**src/hdl/cfc_pkg.sv**
```systemverilog
// Shared types and constants for the CO2 sensor frame checker.
// Used by every module in the hdl folder; depends on nothing else.
package cfc_pkg;

  localparam int FRAME_BYTES = 9;
  localparam int POS_W       = 4;
  localparam int PPM_W       = 16;
  localparam int AVG_W       = 20;
  localparam int THRESH_W    = 16;

  localparam logic [POS_W-1:0] POS_HUNT = POS_W'(0);
  localparam logic [POS_W-1:0] POS_CMD  = POS_W'(1);
  localparam logic [POS_W-1:0] POS_HIGH = POS_W'(2);
  localparam logic [POS_W-1:0] POS_LOW  = POS_W'(3);
  localparam logic [POS_W-1:0] POS_LAST = POS_W'(FRAME_BYTES - 1);

  localparam logic [7:0] START_BYTE = 8'hFF;
  localparam logic [7:0] CMD_BYTE   = 8'h86;

  localparam logic [AVG_W-1:0]    AVG_MAX        = {AVG_W{1'b1}};
  localparam int                  AVG_RESET_PPM  = 440;
  localparam logic [THRESH_W-1:0] THRESH_RESET   = THRESH_W'(1000);

  typedef enum logic [1:0] {
    STAT_OK      = 2'd0,
    STAT_BAD_CMD = 2'd1,
    STAT_BAD_SUM = 2'd2
  } frame_status_t;

  typedef struct packed {
    logic [PPM_W-1:0] ppm;
    logic [AVG_W-1:0] average;
    logic             alert;
    frame_status_t    status;
  } result_t;

endpackage

```
**src/hdl/cfc_frame_core.sv**
```systemverilog
// Frame tracker, checksum test, running average and alert threshold for the frame checker.
// Depends on cfc_pkg; fed by cfc_in_stage and feeds cfc_out_stage.
module cfc_frame_core #(
  parameter int AVG_FRAC_BITS = 4
) (
  input  logic                           clk,
  input  logic                           rst,
  input  logic                           threshold_we,
  input  logic [cfc_pkg::THRESH_W-1:0]   threshold_data,
  input  logic                           take,
  input  logic [7:0]                     byte_in,
  output logic                           res_valid,
  output cfc_pkg::result_t               res
);
  import cfc_pkg::*;

  localparam int SHIFTED_W = PPM_W + AVG_FRAC_BITS;
  localparam int SUM_W     = ((SHIFTED_W > AVG_W) ? SHIFTED_W : AVG_W) + 1;
  localparam logic [AVG_W-1:0] AVG_RESET = AVG_W'(AVG_RESET_PPM << AVG_FRAC_BITS);

  logic [POS_W-1:0]    byte_position, byte_position_next;
  logic [7:0]          command_byte, command_byte_next;
  logic [7:0]          value_high, value_high_next;
  logic [7:0]          value_low, value_low_next;
  logic [7:0]          running_sum, running_sum_next;
  logic [AVG_W-1:0]    average_value, average_value_next;
  logic [THRESH_W-1:0] alert_threshold;

  logic [PPM_W-1:0] frame_ppm;
  logic [SUM_W-1:0] avg_sum;
  logic [SUM_W-1:0] avg_half;
  logic [AVG_W-1:0] avg_new;
  frame_status_t    status;

  assign frame_ppm = {value_high, value_low};
  assign avg_sum   = (SUM_W'(frame_ppm) << AVG_FRAC_BITS) + SUM_W'(average_value);
  assign avg_half  = avg_sum >> 1;
  assign avg_new   = (|avg_half[SUM_W-1:AVG_W]) ? AVG_MAX : avg_half[AVG_W-1:0];

  always_comb begin
    byte_position_next = byte_position;
    command_byte_next  = command_byte;
    value_high_next    = value_high;
    value_low_next     = value_low;
    running_sum_next   = running_sum;
    average_value_next = average_value;
    status             = STAT_OK;
    res_valid          = 1'b0;

    if (take) begin
      if (byte_position == POS_HUNT) begin
        if (byte_in == START_BYTE) begin
          byte_position_next = POS_CMD;
          running_sum_next   = 8'd0;
        end
      end else if (byte_position < POS_LAST) begin
        if (byte_position == POS_CMD) begin
          command_byte_next = byte_in;
        end else if (byte_position == POS_HIGH) begin
          value_high_next = byte_in;
        end else if (byte_position == POS_LOW) begin
          value_low_next = byte_in;
        end
        running_sum_next   = running_sum + byte_in;
        byte_position_next = byte_position + POS_W'(1);
      end else begin
        byte_position_next = POS_HUNT;
        res_valid          = 1'b1;
        if (command_byte != CMD_BYTE) begin
          status = STAT_BAD_CMD;
        end else if (byte_in != 8'(-running_sum)) begin
          status = STAT_BAD_SUM;
        end else begin
          status             = STAT_OK;
          average_value_next = avg_new;
        end
      end
    end

    res.ppm     = (status == STAT_OK) ? frame_ppm : '0;
    res.average = average_value_next;
    res.alert   = (average_value_next >> AVG_FRAC_BITS) > AVG_W'(alert_threshold);
    res.status  = status;
  end

  always_ff @(posedge clk) begin
    if (rst) begin
      byte_position   <= POS_HUNT;
      command_byte    <= 8'd0;
      value_high      <= 8'd0;
      value_low       <= 8'd0;
      running_sum     <= 8'd0;
      average_value   <= AVG_RESET;
      alert_threshold <= THRESH_RESET;
    end else begin
      byte_position <= byte_position_next;
      command_byte  <= command_byte_next;
      value_high    <= value_high_next;
      value_low     <= value_low_next;
      running_sum   <= running_sum_next;
      average_value <= average_value_next;
      if (threshold_we) begin
        alert_threshold <= threshold_data;
      end
    end
  end

endmodule

```
**config.mk**
```make
export PLATFORM = sky130hd
export DESIGN_NAME = cfc_frame_core
export DESIGN_NICKNAME = d
export VERILOG_FILES = /design/src/hdl/cfc_pkg.sv /design/src/hdl/cfc_frame_core.sv
export SDC_FILE = /design/constraint.sdc
export NUM_CORES = 1
export LEC_CHECK = 0
export ABC_AREA = 0
export BUFFER_PORTS_ARGS = -buffer_cell sky130_fd_sc_hd__buf_2
export CAP_MARGIN = 20
export CORE_ASPECT_RATIO = 2
export CORE_MARGIN = 3
export CORE_UTILIZATION = 45
export CTS_CLUSTER_DIAMETER = 200
export DETAILED_ROUTE_END_ITERATION = 8
export GPL_ROUTABILITY_DRIVEN = 0
export HOLD_SLACK_MARGIN = 0.15
export PLACE_DENSITY_LB_ADDON = 0.25
export SETUP_SLACK_MARGIN = 0.5
export SLEW_MARGIN = 20
export SYNTH_ARGS = -nofsm -noshare
export SYNTH_HDL_FRONTEND = slang
export SYNTH_SLANG_ARGS = --single-unit
```
**constraint.sdc**
```tcl
create_clock -name clk -period 5.09 [get_ports clk]
set_input_delay 0.2545 -clock clk [delete_from_list [all_inputs] [get_ports clk]]
set_output_delay 0.2545 -clock clk [all_outputs]
set_load 0.1 [all_outputs]
```
Word-level counts from Yosys, hierarchy flattened
Index checks and enable logic that the tools add are counted.
{"block": "totals", "ff_bits": 72, "out_inout_bits": 40, "word_cells": 51}
{"block": "classes", "add_sub_neg": 4, "magnitude_cmp": 2, "n_eq_ne": 7, "muxes": 20, "n_bitwise": 3, "reduce_logical": 8}
{"op": "$mux W20", "n": 5}
{"op": "$mux W8", "n": 3}
{"op": "$add A20 B20 Y21", "n": 1}
{"op": "$gt A16 B16 Y1", "n": 1}
{"op": "$mux W16", "n": 1}
{"op": "$mux W4", "n": 3}
{"op": "$mux W2", "n": 5}
{"op": "$add A8 B8 Y8", "n": 1}
{"op": "$eq A4 B2 Y1 const B", "n": 2}
{"op": "$eq A8 B8 Y1 const B", "n": 1}
{"op": "$ne A8 B8 Y1", "n": 1}
{"op": "$ne A8 B8 Y1 const B", "n": 1}
{"op": "$neg A8 Y8", "n": 1}
{"op": "$reduce_and A6 Y1", "n": 1}
{"op": "$reduce_and A5 Y1", "n": 1}
{"op": "$add A4 B1 Y4 const B", "n": 1}
{"op": "$eq A4 B1 Y1 const B", "n": 1}
{"op": "$logic_not A4 Y1", "n": 1}
{"op": "$lt A4 B4 Y1 const B", "n": 1}
{"op": "$reduce_and A4 Y1", "n": 1}
{"op": "$mux W1", "n": 3}
{"op": "$not A1 Y1", "n": 3}
{"op": "$reduce_and A3 Y1", "n": 1}
{"op": "$logic_not A2 Y1", "n": 1}
{"op": "3 further kinds", "n": 3}

Longest topological paths before layout
{"block": "logic_depth", "ltp_word": 9, "mapped_depth": 17, "ltp_nobuf": 15}

Least setup slack after synthesis
No wires, ideal clock.
{"block": "synth_path", "kind": "register to output", "startpoint": "register byte_position[3]", "endpoint": "output port res[2] in the netlist's numbering", "arrival_ps": 6512, "t_required_ps": 4836, "setup_slack_ps": -1676, "stages_incl_launch_ff": 16, "n_path_buf": 3, "path_cell_list": "dfxtp_1 -> clkbuf_1 -> nand2_1 -> inv_1 -> nand2_2 -> a2111oi_4 -> buf_6 -> buf_12 -> mux2i_1 -> ha_1 -> and4_1 -> nand4_1 -> nor3_1 -> nand4_1 -> o21ai_0 -> a31oi_1"}
{"element": "from (decl)", "line": "cfc_frame_core.sv:21", "source": "logic [POS_W-1:0] byte_position, byte_position_next;"}
{"element": "from (signal assigned)", "line": "cfc_frame_core.sv:96", "source": "byte_position <= byte_position_next;"}
{"element": "to (decl)", "line": "cfc_frame_core.sv:13", "source": "output cfc_pkg::result_t res"}

==> run metrics <==
status=finished clean; hold violation total from the final report=0; Slew Limit Fails=0; # diodes=0; largest area contributor in the netlist=dfxtp_1; WP data arrival=4.18 ns; DIE AREA=0.0119 sq mm; core area=0.0102 sq mm; All-Layer GR Usage=0.227; Final period util=0.872; most numerous cell in the Yosys netlist=dfxtp_1; Port-buffer cells=67; Layout Nets=710; vias per inst=5.63; Synthesized Nets=636; fillcell total=949; clock slew at reported path FFs=0.06 ns; post-synth top area share=0.304; CTS tree=done; Min-Delay Path Class=input port to flip-flop; Worst-Margin Slew=0.764 ns; most frequent cells after synthesis=dfxtp_1 (72), nor2_1 (57), a21oi_1 (45); Rel. slew slack=0.490; DR vias=4,369; clock sinks=72; critical path class=flip-flop to output port; register area share after synthesis=0.304; final setup fails=0; Final Cell Area=0.00578 sq mm; Cell Chain, Critical Path=or4b_4 > nor4_4 > nand2_2 > a2111oi_4 > clkbuf_16 > clkbuf_4 > buf_4 > mux2_2 > ha_4 > o21ai_0 > nand2b_1 > a21oi_1 > a211o_1 > a31oi_4 > buf_12; 1st-iter DRT viols=243; fraction of layout instances using a drive strength above 1=0.225; Largest delay share family, worst path=simple AND/OR/NAND/NOR gates; CP max FO=6; hold_ws=0.148 ns; VDD IR max=207 uV; first-pass GRT wire length=20,700 um; startpoint type of the worst setup path=flip-flop; Clk Latency, worst-skew pair=0.34 ns; htree depth=3; ANT nets after route=0; crit end category=output port; Period minus WS final=4.44 ns; synthesized area=0.00474 sq mm; achievable clock frequency=225 MHz; dominant synthesized flop cell=dfxtp_1; Layout Skew=0.00612 ns; Worst EP required=4.84 ns; synthesis-to-finish area growth=21.9%; grt ovf=0; FF+latch count, synth=72; placed instance area=0.00523 sq mm; delay of the slowest cell on the worst path=0.54 ns; EDFF count, synth=0; initial antenna violation count=0; # DRC=0; RSZ-0062 raised after global routing=no; CTS Buf Count=9; Leak Pwr=0.00262 uW; Ports=68; starting density of the core=0.464; WP buf/inv=4; ys async rst share=0; cell count after synthesis=562; vias in the first global route=4,205; CTS max path bufs=2; Synth Area per Inst=8.44 sq um; Die Y=151 um; setup tns final=0 ns; first drt pass iteration count=5; average wire per standard cell=17.6 um; total number of yosys warnings=0; slowest CP cell=or4b_4; DIE WIDTH=78.6 um; CTS Root Buffer Type=clkbuf_16; Cell variety after synth=62; max-cap violations=0; largest net degree at the start of global routing=56; Post-Route WL=13,700 um; pwr/cell area=228 mW/mm^2; row count=52; dominant cells by area after synthesis=dfxtp_1 (30%), ha_1 (12%), mux2i_1 (5.3%), a21oi_1 (4.8%), nor2_1 (4.5%); Final HPWL DP=10,200 um
## path summary, 6_finish.rpt
path,startpoint,to,slack (ns),cells past startpoint
max reg2reg,command_byte[5]$_SDFFE_PP0P_,average_value[7]$_SDFF_PP1_,2.14,9
min,threshold_data[8],alert_threshold[8]$_SDFFE_PP1P_,0.15,3
min reg2reg,value_high[7]$_SDFFE_PP0P_,value_high[7]$_SDFFE_PP0P_,0.48,2
max,command_byte[5]$_SDFFE_PP0P_,res[2],0.65,15
## registers in the layout (all words and copies together) (netlist names)
| signal | cells |
|---|---|
| alert_threshold | 16 |
| average_value | 20 |
| byte_position | 4 |
| command_byte | 8 |
| running_sum | 8 |
| value_high | 8 |
| value_low | 8 |
## cell usage in the layout, fill, tap and decap left out, drive strengths merged, types with 3 or more instances in the layout
master       netlist  routed
nor2b             23      23
o31ai              4       4
nand2             38      38
nand4              8       8
nor3              10      10
xor2               9       9
and3               3       3
mux2              14      14
nand3b             3       3
dlygate4sd3        0       3
a21oi             45      45
ha                44      44
buf                5      81
nor2              58      58
clkbuf            19      13
a211oi             7       7
mux2i             26      26
xnor2             11      11
nand3             18      18
o211ai            10      10
clkinv             0       4
a31oi              3       3
or2                3       3
and2              11      11
a22oi              3       3
o21ai             21      21
a21o               5       5
a2111oi            6       6
inv               34      33
dfxtp             72      72
nand2b            11      11
o21a               8       8
## metrics by stage
stage               power, uW  setup slack, ns  std cells   util
floorplan                 642            0.502        562      -
global placement          671            0.821        743  0.512
detailed placement        674            0.764        743  0.512
CTS                      1320            0.507        762  0.546
global route             1360            0.445        776  0.566
finish                   1320            0.653        776  0.566
## power by group
part	total, uW	internal [uW]	switching, uW
combinational	91.5	35.8	55.7
clock	650	394	255
sequential	574	571	3.44
## layout make-up
| type | count | area [sq um] | area share |
|---|---|---|---|
| Multi-Input combinational cell | 432 | 3180 | 0.550 |
| Sequential cell | 72 | 1450 | 0.251 |
| Timing Repair Buffer | 87 | 543 | 0.0940 |
| Clock buffer | 10 | 239 | 0.0414 |
| Tap cell | 135 | 169 | 0.0292 |
| Inverter | 34 | 131 | 0.0227 |
| Clock inverter | 6 | 68.8 | 0.0119 |
## kinds of logic after synthesis
family,count (synthesis),share of synthesized area
compound gates,127,0.178
flops,72,0.304
mux,40,0.0889
buf+inv,58,0.0512
simple gates,199,0.216
fa+ha+maj,46,0.125
xor+xnor,20,0.0369
## timing repair
item | in CTS | in global routing
gates resized for setup | 2 | 14
cloned | 0 | 1
buffers inserted | 0 | 13
hold buffers | 3 | 0
endpoints found under the setup margin | 1 | 1
hold endpoints to repair | 3 | 0
pin swaps | 0 | 6
## routing by layer
| metal | track usage | wire length (um) | vias to the layer above | part of all wire |
|---|---|---|---|---|
| li1 | - | - | 2142 | - |
| met1 | 0.232 | 4810 | 2044 | 0.35 |
| met2 | 0.418 | 7270 | 126 | 0.53 |
| met3 | 0.0321 | 636 | 57 | 0.047 |
| met4 | 0.151 | 939 | 0 | 0.069 |
| met5 | 0 | 0 | - | 0 |
## worst register-to-register path, stage by stage (launching register included)
cell and delay, ns:
dfxtp_1 0.31, or4b_4 0.54, nor4_4 0.35, nand2_2 0.14
a2111oi_4 0.42, clkbuf_16 0.22, clkbuf_4 0.17, buf_4 0.11
mux2_2 0.38, nand2b_1 0.16
Power figures use the tool's default switching activity.
